## config.mk

```make
export PLATFORM = sky130hd
export DESIGN_NAME = ntp_seconds_to_civil_datetime_unit
export DESIGN_NICKNAME = d
export VERILOG_FILES = /design/src/hw/rtl/ntpcv_pkg.sv /design/src/hw/rtl/ntp_seconds_to_civil_datetime_unit.sv
export SDC_FILE = /design/constraint.sdc
export NUM_CORES = 2
export LEC_CHECK = 0
export ABC_CLOCK_PERIOD_IN_PS = 8700
export BUFFER_PORTS_ARGS = -buffer_cell sky130_fd_sc_hd__buf_4
export CAP_MARGIN = 20
export CORE_MARGIN = 1.5
export CORE_UTILIZATION = 40
export CTS_CLUSTER_DIAMETER = 30
export DETAILED_ROUTE_END_ITERATION = 10
export PLACE_DENSITY_LB_ADDON = 0.15
export SYNTH_ARGS = -nofsm -noshare
export SYNTH_HDL_FRONTEND = slang
export SYNTH_SLANG_ARGS = --single-unit
```

## constraint.sdc

```tcl
create_clock -name clk -period 8.7 [get_ports clk]
set_input_delay 0.87 -clock clk [delete_from_list [all_inputs] [get_ports clk]]
set_output_delay 0.87 -clock clk [all_outputs]
set_load 0.03 [all_outputs]
```

## src/hw/rtl/ntpcv_pkg.sv

```systemverilog
// Package for the NTP seconds to civil date and time unit.
// Holds the epoch offset, the constant divisors with their reciprocals,
// the time-of-day bundle type and the March-based month start table.
`timescale 1ns / 1ps

package ntpcv_pkg;

	// Seconds from 1900-01-01 to 1970-01-01.
	localparam logic [31:0] NtpUnixOffset = 32'd2208988800;

	// Days per 400-year era and the era boundary of days since 1970.
	localparam logic [17:0] DaysPerEra = 18'd146097;
	// Days from 0000-03-01 to 1970-01-01, less four whole eras.
	localparam logic [17:0] DoeBias    = 18'd135080;
	localparam logic [17:0] EraLastDay = 18'd146096;
	localparam logic [17:0] DaysPerCent = 18'd36524;
	localparam logic [17:0] DaysPer4Yr = 18'd1460;
	localparam logic [17:0] DaysPerYr  = 18'd365;

	// Seconds per day is 2^7 times this.
	localparam int unsigned DaySlice  = 675;
	localparam int unsigned DayShift  = 25;
	localparam logic [15:0] DayRecip  = 16'((1 << DayShift) / DaySlice);

	// Seconds per hour is 2^4 times this.
	localparam int unsigned HourSlice = 225;
	localparam int unsigned HourShift = 13;
	localparam logic [5:0]  HourRecip = 6'((1 << HourShift) / HourSlice);

	// Seconds per minute is 2^2 times this.
	localparam int unsigned MinSlice  = 15;
	localparam int unsigned MinShift  = 10;
	localparam logic [6:0]  MinRecip  = 7'((1 << MinShift) / MinSlice);

	// Reciprocals for the era arithmetic on 18-bit day counts.
	localparam int unsigned EraShift  = 18;
	localparam logic [7:0]  Recip4Yr  = 8'((1 << EraShift) / 1460);
	localparam logic [9:0]  RecipYr   = 10'((1 << EraShift) / 365);

	// Century base years for the two eras that 32-bit time can reach.
	localparam logic [11:0] EraBaseLo = 12'd1600;
	localparam logic [11:0] EraBaseHi = 12'd2000;

	localparam int unsigned NumStages = 14;

	// Hour, minute and second of one result.
	typedef struct packed {
		logic [4:0] hour;
		logic [5:0] minute;
		logic [5:0] second;
	} hms_t;

	// Day of the March-based year on which month index mp starts.
	function automatic logic [8:0] month_start(input logic [3:0] mp);
		logic [8:0] s;
		unique case (mp)
			4'd0:    s = 9'd0;
			4'd1:    s = 9'd31;
			4'd2:    s = 9'd61;
			4'd3:    s = 9'd92;
			4'd4:    s = 9'd122;
			4'd5:    s = 9'd153;
			4'd6:    s = 9'd184;
			4'd7:    s = 9'd214;
			4'd8:    s = 9'd245;
			4'd9:    s = 9'd275;
			4'd10:   s = 9'd306;
			4'd11:   s = 9'd337;
			default: s = 9'd0;
		endcase
		return s;
	endfunction

endpackage

```

## src/hw/rtl/ntp_seconds_to_civil_datetime_unit.sv

```systemverilog
// NTP seconds to civil date and time, fourteen-stage pipeline.
// Depends on ntpcv_pkg for constants, reciprocals, hms_t and month_start.
//
//   Channel | Direction | Contents
//   s_*     | in        | s_tdata[31:0] = ntp_seconds
//   m_*     | out       | m_tdata = year, month, day, hour, minute, second
//
// One transaction can enter every cycle unless every stage is full and m_tready is low.
// The depth is set by the chain of reciprocal multiplies, each followed by
// a registered remainder check, on the day count and the era arithmetic.
// Reset clears only the stage valid bits. A stage holds while its successor
// is full and stalled, so a bubble anywhere lets the input side keep going.
`timescale 1ns / 1ps

module ntp_seconds_to_civil_datetime_unit (
	input  logic        clk,
	input  logic        arst_n,
	input  logic        s_tvalid,
	output logic        s_tready,
	input  logic [31:0] s_tdata,   // [31:0] ntp_seconds
	output logic        m_tvalid,
	input  logic        m_tready,
	// [11:0] year, [15:12] month, [20:16] day, [25:21] hour,
	// [31:26] minute, [37:32] second, [39:38] zero
	output logic [39:0] m_tdata
);

	localparam int unsigned N = ntpcv_pkg::NumStages;

	logic [N:1] vld_q;
	logic [N:1] adv;

	// Stage enables: load on m_tready or when this or any later stage is empty.
	for (genvar i = 1; i <= N; i++) begin : g_adv
		assign adv[i] = m_tready || !(&vld_q[N:i]);
	end

	assign s_tready = adv[1];
	assign m_tvalid = vld_q[N];

	// Valid bits travel with the data.
	always_ff @(posedge clk or negedge arst_n) begin
		if (!arst_n) begin
			vld_q <= '0;
		end else begin
			if (adv[1]) begin
				vld_q[1] <= s_tvalid;
			end
			for (int i = 2; i <= N; i++) begin
				if (adv[i]) begin
					vld_q[i] <= vld_q[i-1];
				end
			end
		end
	end

	// Stage registers.
	logic [31:0] unix_s1, unix_s2;
	logic [15:0] dq_s2, dq_s3, days_s4;
	logic [10:0] drem_s3;
	logic [6:0]  lo7_s3;
	logic [16:0] sod_s4, sod_s5;
	logic [4:0]  hq_s5, hq_s6, hour_s7, hour_s8, hour_s9;
	logic [8:0]  hrem_s6;
	logic [3:0]  lo4_s6;
	logic [11:0] remh_s7, remh_s8;
	logic [5:0]  mq_s8, mq_s9;
	logic [4:0]  mrem_s9;
	logic [1:0]  lo2_s9;
	ntpcv_pkg::hms_t hms_s10, hms_s11, hms_s12, hms_s13, hms_s14;

	logic [17:0] doe_s5, doe_s6, doe_s7, doe_s8, doe_s9, doe_s10, doe_s11;
	logic        era5_s5, era5_s6, era5_s7, era5_s8, era5_s9, era5_s10;
	logic        era5_s11, era5_s12, era5_s13;
	logic [6:0]  q4_s6, q4_s7;
	logic [11:0] r4_s7;
	logic [2:0]  cent_s6, cent_s7;
	logic        end_s6, end_s7;
	logic [17:0] n_s8, n_s9;
	logic [8:0]  yq_s9, yq_s10;
	logic [9:0]  yr_s10;
	logic [8:0]  yoe_s11, yoe_s12, yoe_s13;
	logic [8:0]  doy_s12, doy_s13;
	logic [3:0]  mp_s13;
	logic [11:0] year_s14;
	logic [3:0]  month_s14;
	logic [4:0]  day_s14;

	// Combinational values between stages.
	logic [40:0] day_prod;
	logic [25:0] dmul, drem_full;
	logic        dcorr;
	logic [10:0] drem_fix;
	logic [18:0] hprod;
	logic [17:0] doe0;
	logic        era5;
	logic [12:0] hrem_full;
	logic [25:0] q4_prod;
	logic [2:0]  cent;
	logic        hcorr;
	logic [8:0]  hrem_fix;
	logic [17:0] r4_full;
	logic [16:0] mprod;
	logic [6:0]  q4_fix;
	logic [17:0] n_val;
	logic [9:0]  mrem_full;
	logic [27:0] yprod;
	logic        mcorr;
	logic [4:0]  mrem_fix;
	logic [17:0] yr_full;
	logic [1:0]  ycent;
	logic [17:0] ystart, doy_full;
	logic [3:0]  mp;
	logic [8:0]  d_full;
	logic [3:0]  mon;
	logic [11:0] base;

	always_comb begin
		// Day count: quotient estimate, then one remainder correction.
		day_prod  = 41'(unix_s1[31:7]) * 41'(ntpcv_pkg::DayRecip);
		dmul      = 26'(dq_s2) * 26'(ntpcv_pkg::DaySlice);
		drem_full = 26'(unix_s2[31:7]) - dmul;
		dcorr     = drem_s3 >= 11'(ntpcv_pkg::DaySlice);
		drem_fix  = dcorr ? drem_s3 - 11'(ntpcv_pkg::DaySlice) : drem_s3;

		// Hour of the day.
		hprod     = 19'(sod_s4[16:4]) * 19'(ntpcv_pkg::HourRecip);
		hrem_full = sod_s5[16:4] - 13'(hq_s5) * 13'(ntpcv_pkg::HourSlice);
		hcorr     = hrem_s6 >= 9'(ntpcv_pkg::HourSlice);
		hrem_fix  = hcorr ? hrem_s6 - 9'(ntpcv_pkg::HourSlice) : hrem_s6;

		// Minute and second.
		mprod     = 17'(remh_s7[11:2]) * 17'(ntpcv_pkg::MinRecip);
		mrem_full = remh_s8[11:2] - 10'(mq_s8) * 10'(ntpcv_pkg::MinSlice);
		mcorr     = mrem_s9 >= 5'(ntpcv_pkg::MinSlice);
		mrem_fix  = mcorr ? mrem_s9 - 5'(ntpcv_pkg::MinSlice) : mrem_s9;

		// Day of era; 32-bit time only reaches eras four and five.
		doe0 = 18'(days_s4) + ntpcv_pkg::DoeBias;
		era5 = doe0 >= ntpcv_pkg::DaysPerEra;

		// Leap-day corrections for the year of era.
		q4_prod = 26'(doe_s5) * 26'(ntpcv_pkg::Recip4Yr);
		cent    = 3'(doe_s5 >= ntpcv_pkg::DaysPerCent)
		        + 3'(doe_s5 >= 18'(2 * 36524))
		        + 3'(doe_s5 >= 18'(3 * 36524))
		        + 3'(doe_s5 >= ntpcv_pkg::EraLastDay);
		r4_full = doe_s6 - 18'(q4_s6) * ntpcv_pkg::DaysPer4Yr;
		q4_fix  = q4_s7 + 7'(r4_s7 >= 12'(ntpcv_pkg::DaysPer4Yr));
		n_val   = doe_s7 - 18'(q4_fix) + 18'(cent_s7) - 18'(end_s7);

		// Year of era.
		yprod   = 28'(n_s8) * 28'(ntpcv_pkg::RecipYr);
		yr_full = n_s9 - 18'(yq_s9) * ntpcv_pkg::DaysPerYr;

		// Day of the March-based year.
		ycent    = 2'(yoe_s11 >= 9'd100) + 2'(yoe_s11 >= 9'd200) + 2'(yoe_s11 >= 9'd300);
		ystart   = 18'(yoe_s11) * ntpcv_pkg::DaysPerYr + 18'(yoe_s11[8:2]) - 18'(ycent);
		doy_full = doe_s11 - ystart;

		// Month index from the month start table.
		mp = '0;
		for (int i = 1; i < 12; i++) begin
			mp = mp + 4'(doy_s12 >= ntpcv_pkg::month_start(4'(i)));
		end

		// Final calendar fields.
		d_full = doy_s13 - ntpcv_pkg::month_start(mp_s13) + 9'd1;
		mon    = (mp_s13 < 4'd10) ? mp_s13 + 4'd3 : mp_s13 - 4'd9;
		base   = era5_s13 ? ntpcv_pkg::EraBaseHi : ntpcv_pkg::EraBaseLo;
	end

	// Pipeline data; each stage loads under its own enable.
	always_ff @(posedge clk) begin
		if (adv[1]) begin
			unix_s1 <= s_tdata - ntpcv_pkg::NtpUnixOffset;
		end
		if (adv[2]) begin
			unix_s2 <= unix_s1;
			dq_s2   <= day_prod[40:25];
		end
		if (adv[3]) begin
			dq_s3   <= dq_s2;
			drem_s3 <= drem_full[10:0];
			lo7_s3  <= unix_s2[6:0];
		end
		if (adv[4]) begin
			days_s4 <= dq_s3 + 16'(dcorr);
			sod_s4  <= {drem_fix[9:0], lo7_s3};
		end
		if (adv[5]) begin
			sod_s5  <= sod_s4;
			hq_s5   <= hprod[17:13];
			doe_s5  <= era5 ? doe0 - ntpcv_pkg::DaysPerEra : doe0;
			era5_s5 <= era5;
		end
		if (adv[6]) begin
			hq_s6   <= hq_s5;
			hrem_s6 <= hrem_full[8:0];
			lo4_s6  <= sod_s5[3:0];
			doe_s6  <= doe_s5;
			era5_s6 <= era5_s5;
			q4_s6   <= q4_prod[24:18];
			cent_s6 <= cent;
			end_s6  <= doe_s5 == ntpcv_pkg::EraLastDay;
		end
		if (adv[7]) begin
			hour_s7 <= hq_s6 + 5'(hcorr);
			remh_s7 <= {hrem_fix[7:0], lo4_s6};
			doe_s7  <= doe_s6;
			era5_s7 <= era5_s6;
			q4_s7   <= q4_s6;
			r4_s7   <= r4_full[11:0];
			cent_s7 <= cent_s6;
			end_s7  <= end_s6;
		end
		if (adv[8]) begin
			hour_s8 <= hour_s7;
			remh_s8 <= remh_s7;
			mq_s8   <= mprod[15:10];
			doe_s8  <= doe_s7;
			era5_s8 <= era5_s7;
			n_s8    <= n_val;
		end
		if (adv[9]) begin
			hour_s9 <= hour_s8;
			mq_s9   <= mq_s8;
			mrem_s9 <= mrem_full[4:0];
			lo2_s9  <= remh_s8[1:0];
			doe_s9  <= doe_s8;
			era5_s9 <= era5_s8;
			n_s9    <= n_s8;
			yq_s9   <= yprod[26:18];
		end
		if (adv[10]) begin
			hms_s10.hour   <= hour_s9;
			hms_s10.minute <= mq_s9 + 6'(mcorr);
			hms_s10.second <= {mrem_fix[3:0], lo2_s9};
			doe_s10        <= doe_s9;
			era5_s10       <= era5_s9;
			yq_s10         <= yq_s9;
			yr_s10         <= yr_full[9:0];
		end
		if (adv[11]) begin
			hms_s11  <= hms_s10;
			doe_s11  <= doe_s10;
			era5_s11 <= era5_s10;
			yoe_s11  <= yq_s10 + 9'(yr_s10 >= 10'(ntpcv_pkg::DaysPerYr));
		end
		if (adv[12]) begin
			hms_s12  <= hms_s11;
			era5_s12 <= era5_s11;
			yoe_s12  <= yoe_s11;
			doy_s12  <= doy_full[8:0];
		end
		if (adv[13]) begin
			hms_s13  <= hms_s12;
			era5_s13 <= era5_s12;
			yoe_s13  <= yoe_s12;
			doy_s13  <= doy_s12;
			mp_s13   <= mp;
		end
		if (adv[14]) begin
			hms_s14   <= hms_s13;
			day_s14   <= d_full[4:0];
			month_s14 <= mon;
			year_s14  <= 12'(yoe_s13) + base + 12'(mon <= 4'd2);
		end
	end

	assign m_tdata = {2'b00, hms_s14.second, hms_s14.minute, hms_s14.hour,
	                  day_s14, month_s14, year_s14};

endmodule
```

### Word-level counts from Yosys, hierarchy flattened

Memory sizes are Yosys's and may differ from the RTL's. A register that Yosys moved wholly into a read port is not among the register bits.
Cells that the tools add are included.

| cells by class | value |
|---|---|
| $lt $le $gt $ge | 26 |
| add/sub/neg operators | 43 |
| muxes and demuxes | 7 |
| reduce and logical (&&, ||, !) cells | 41 |
| multiply operators | 11 |
| equality and inequality tests | 1 |

Operator list:

| kind | number |
|---|---|
| $ge A9 B8 Y1 const B | 6 |
| $mul A25 B15 Y40 const B | 1 |
| $ge A18 B17 Y1 const B | 2 |
| $ge A18 B18 Y1 const B | 2 |
| $ge A9 B9 Y1 const B | 4 |
| $sub A32 B32 Y32 const B | 1 |
| $add A4 B1 Y4 | 7 |
| $ge A9 B7 Y1 const B | 3 |
| $mul A18 B9 Y26 const B | 1 |
| $mul A18 B8 Y25 const B | 1 |
| $add A16 B18 Y18 const B | 1 |
| $add A18 B3 Y18 | 1 |
| $eq A18 B18 Y1 const B | 1 |
| $ge A18 B16 Y1 const B | 1 |
| $mux W18 | 1 |
| $sub A18 B1 Y18 | 1 |
| $sub A18 B18 Y18 const B | 1 |
| $sub A18 B7 Y18 | 1 |
| $sub A9 B9 Y9 | 2 |
| $add A16 B1 Y16 | 1 |
| $mul A13 B4 Y16 const B | 1 |
| $mul A16 B10 Y11 const B | 1 |
| $logic_not A1 Y1 | 14 |
| $logic_or A1 B1 Y1 | 14 |
| other kinds (53) | 60 |

| word-level totals | value |
|---|---|
| register bits | 576 |
| output and inout port bits | 42 |
| logic and storage cells | 218 |
| bits in read-only memories | 144 |
| memories | 1 |

Memory list:

| memory | words | bits a word | read ports | clocked after memory_dff | wr ports | line | source |
|---|---|---|---|---|---|---|---|
| (name not given) | 16 | 9 | 1 | 1 | 0 | ntpcv_pkg.sv:56 | `unique case (mp)` |

### Depth between registers and ports, before layout

| logic depth | value |
|---|---|
| depth after elaboration | 12 |
| mapped depth | 23 |
| depth with buffers taken out | 23 |

### Worst setup path after synthesis

Ideal clock, no wire load.

| path | value |
|---|---|
| path type | in2out |
| start | input port m_tready |
| end | output port s_tready |
| data arrival time | 6.295 ns |
| required time | 7.830 ns |
| stages | 9 |
| path slack | 1.535 ns |
| path buffers | 0 |
| cells stage by stage | nor2b_1 inv_1 nor2_1 and2_1 nand4_1 nor2_1 nand3_1 inv_1 nand3_1 |

| between the ends | value |
|---|---|
| longest elaborated chain between the ends | 1 |

RTL lines:

| item | line | source |
|---|---|---|
| start, declared | ntp_seconds_to_civil_datetime_unit.sv:22 | `input logic m_tready,` |
| $logic_or A1 B1 Y1 | ntp_seconds_to_civil_datetime_unit.sv:35 | `assign adv[i] = m_tready \|\| !(&vld_q[N:i]);` |
| end, declared | ntp_seconds_to_civil_datetime_unit.sv:19 | `output logic s_tready,` |

No other way between the ends.

### Worst setup path after layout

| path | value |
|---|---|
| start | register unix_s1[29] |
| end | register dq_s2[15], data pin |

| between the ends | value |
|---|---|
| longest elaborated chain between the ends | 1 |

RTL lines:

| item | line | source |
|---|---|---|
| start, declared | ntp_seconds_to_civil_datetime_unit.sv:58 | `logic [31:0] unix_s1, unix_s2;` |
| start signal, assigned | ntp_seconds_to_civil_datetime_unit.sv:176 | `unix_s1 <= s_tdata - ntpcv_pkg::NtpUnixOffset;` |
| $mul A25 B15 Y40 | ntp_seconds_to_civil_datetime_unit.sv:120 | `day_prod = 41'(unix_s1[31:7]) * 41'(ntpcv_pkg::DayRecip);` |
| named net day_prod[40] | ntp_seconds_to_civil_datetime_unit.sv:90 | `logic [40:0] day_prod;` |
| end signal, assigned | ntp_seconds_to_civil_datetime_unit.sv:180 | `dq_s2 <= day_prod[40:25];` |
| end, declared | ntp_seconds_to_civil_datetime_unit.sv:59 | `logic [15:0] dq_s2, dq_s3, days_s4;` |

The timed path passes the listed nets, and every way through them passes these cells.
A chain may end at the register's enable or synchronous reset.

==> flow_summary.toml <==
[sta]
setup_viol = 0
rsz0062_at_grt = "false"
min_period_ns = 6.33
tns_ns = 0
worst-slew-pin-transition_ns = 0.997
finalCritPeriodShare = 0.728
holdWs_ns = 0.345
final_max_slew_viol_count = 0
relSlewSlack = 0.333
skew_ns = 0.0421
fmax_ghz = 0.158
hold_viol = 0

[global_route]
grt_pass1_wl_mm = 117
grt_max_degree = 50
grt_overflow = 0
antenna_found_initial = 0
grt_util_met1 = 0.171
grt_use_total = 0.142
grtUsageMet2 = 0.252
met3_usage = 0.0301
gr-max-usage-layer = "met2"
grt_pass1_vias = 24300

[routing]
drc = 0
drt_iter0_markers = 693
drt_pass1_iterations = 4
routedWlPerCell_microns = 14.6
vias_per_cell = 4.68
dr_total_vias = 22100
ant_nets = 0
wl_mm = 68.9

[worst_setup_path]
worst-r2r-setup-slack_ns = 2.37
crit_top_cell = "inv_1"
required_ns = 9.14
critPathSlowestCell = "fa_1"
worst-path-max-fanout = 5
worst_setup_path_start_kind = "register"
arrival_ns = 6.77
cp_num_buf_inv = 6
critPathKind = "register to register"
crit_cells = 22
max_stage_delay_ns = 0.57
cp-end-kind = "register"
ff2ff_path_depth = 22
cp_cell_sequence = "inv_1 > fa_1 > inv_1 > ha_1 > ha_1 > inv_1 > fa_1 > inv_1 > fa_1 > inv_1 > fa_1 > inv_1 > ha_1 > or4_1 > a31oi_1 > o32ai_1 > a311oi_2 > nor3_2 > a2111oi_4 > o21bai_2 > a21oi_2 > xnor2_1"
critical_path.top_delay_family = "adder cells"

[clocking]
cts_tree = "done"
path_clk_slew_ns = 0.05
cts_root_buf = "clkbuf_16"
cts_resized = 0
cts_sinks = 579
numCtsBuffers = 137
htreeDepth = 4
clock_latency_ns = 0.71
cts.path.max_buffers = 3

[logic_synthesis]
synthMuxAreaShare = 0.00246
synth-compound-area-share = 0.0510
yosysWarningCount = 0
post-synth-top-area-fraction = 0.425
async_flop_share = 0.0242
ys_ff_latch = 579
synth.most_common_cell = "inv_1"
synth.largest_area_cell = "edfxtp_1"
synth_edf_count = 560
seq_area_frac_synth = 0.436
synth_area_sq_um = 39600
synth_area_leaders = "edfxtp_1 (42%), ha_1 (20%), fa_1 (14%), inv_1 (6.1%), xnor2_1 (4.4%)"
synth_common_cells = "inv_1 (645), ha_1 (625), edfxtp_1 (560)"
synth_area_per_cell_sq_um = 12.7
synth_top_family_by_area = "adder cells"
yosys.area_share.xor_xnor = 0.0582
synthCells = 3108
synth_ff_type = "edfxtp_1"
synth_cell_types = 79
synthSimpleGateAreaFrac = 0.0508
synthAdderAreaFrac = 0.339

[worst_hold_path]
hold_path_depth = 1
hold_path_class = "input pin to register"

[die]
ios = 78
die_x_microns = 318
dieArea_sq_um = 101000
start_util = 0.403
num_rows = 115
core-area_sq_um = 98300
die_h_microns = 318

[layout]
syn2layout_area_growth_pct = 18.1
finish.net_count = 4269
multiInputGateArea_sq_um = 19900
final_layout_size_suffix_gt1_frac = 0.104
insertedDiodeCount = 0
regArea_sq_um = 17300
instances_no_fill = 4726
fillers = 8766

[placement]
dp_cells = 4474
place.gp.congestion = 0.799
numPortBuffers = 75
place_hpwl_mm = 54.4

[flow_run]
max_cap_violations = 0

[run_status]
status = "finished, final reports clean"
-- timing repair --
| action | 4_1_cts | 5_1_grt |
|---|---|---|
| setup buffers | 0 | 0 |
| hold buffers | 1 | 0 |
| hold endpoints to repair | 14 | 0 |
-- final timing paths --
kind	startpoint	endpoint
setup / recovery	unix_s1[29]$_DFFE_PP_	dq_s2[15]$_DFFE_PP_
hold / removal	s_tdata[4]	unix_s1[4]$_DFFE_PP_
setup reg to reg	unix_s1[29]$_DFFE_PP_	dq_s2[15]$_DFFE_PP_
hold reg to reg	sod_s4[3]$_DFFE_PP_	sod_s5[3]$_DFFE_PP_
max in group asynchronous	arst_n	vld_q[7]$_DFFE_PN0P_
min in group asynchronous	arst_n	vld_q[4]$_DFFE_PN0P_
-- logic make-up after synthesis --
group / count (synthesis)
DFF: 579
xor gates and xnor gates: 263
adders and majority gates: 905
buffers and inverters: 654
muxes: 9
other: 1
and+or+nand+nor: 396
AOI/OAI and AO/OA: 301
-- per-stage QoR --
stage                      util  area (sq um)  worst slack, ns
after global routing      0.476         46800             2.09
after global placement    0.426         41800             2.44
final                     0.476         46800             2.37
after floorplan               -         39600             1.53
after detailed placement  0.426         41800             2.36
after CTS                 0.476         46700             2.37
-- registers in the layout (all words and copies together), names as in the netlist, 18 cells and up, named ones only --
register	count
doe_s5	18
doe_s6	18
doe_s7	18
n_s8	18
unix_s1	32
unix_s2	18
-- worst reg2reg max path, cell delays in order (launching register included) --
cell	delay (ns)
edfxtp_1	0.47
inv_1	0.17
fa_1	0.57
inv_1	0.05
ha_1	0.27
ha_1	0.28
inv_1	0.04
fa_1	0.48
inv_1	0.06
fa_1	0.53
inv_1	0.05
fa_1	0.54
inv_1	0.04
ha_1	0.32
or4_1	0.52
a31oi_1	0.24
o32ai_1	0.16
a311oi_2	0.41
nor3_2	0.11
a2111oi_4	0.40
o21bai_2	0.12
a21oi_2	0.16
xnor2_1	0.07
-- cell type report --
| cell class | count | area share |
|---|---|---|
| tap | 1287 | 0.0344 |
| inverter | 646 | 0.0519 |
| timing repair buffer | 88 | 0.0145 |
| clock buffer | 158 | 0.0761 |
| multi-input combinational | 1876 | 0.425 |
| sequential | 579 | 0.369 |
| clock inverter | 92 | 0.0284 |
-- cells in the final DEF (no fill, tap or decap), types with 18 or more instances in the layout --
cell,n
nor3_1,25
nand2_1,81
clkbuf_16,138
nand4_1,21
o21a_1,27
xor2_1,66
o21ai_0,58
inv_1,643
clkinv_2,20
ha_1,625
fa_1,280
buf_4,86
bufinv_16,21
a21o_1,37
nor2b_1,21
nand3_1,33
nor2_1,101
nand2b_1,31
clkinvlp_4,18
a21oi_1,79
xnor2_1,197
edfxtp_1,560
-- routing by layer --
metal	routed length (microns)	up-vias
met1	30500	10700
met3	2360	134
li1	-	11000
met5	0	-
met2	34500	275
met4	1620	0
Power is not shown: default switching activity piles up to over one toggle a cycle in this logic, so the estimate is an artifact.
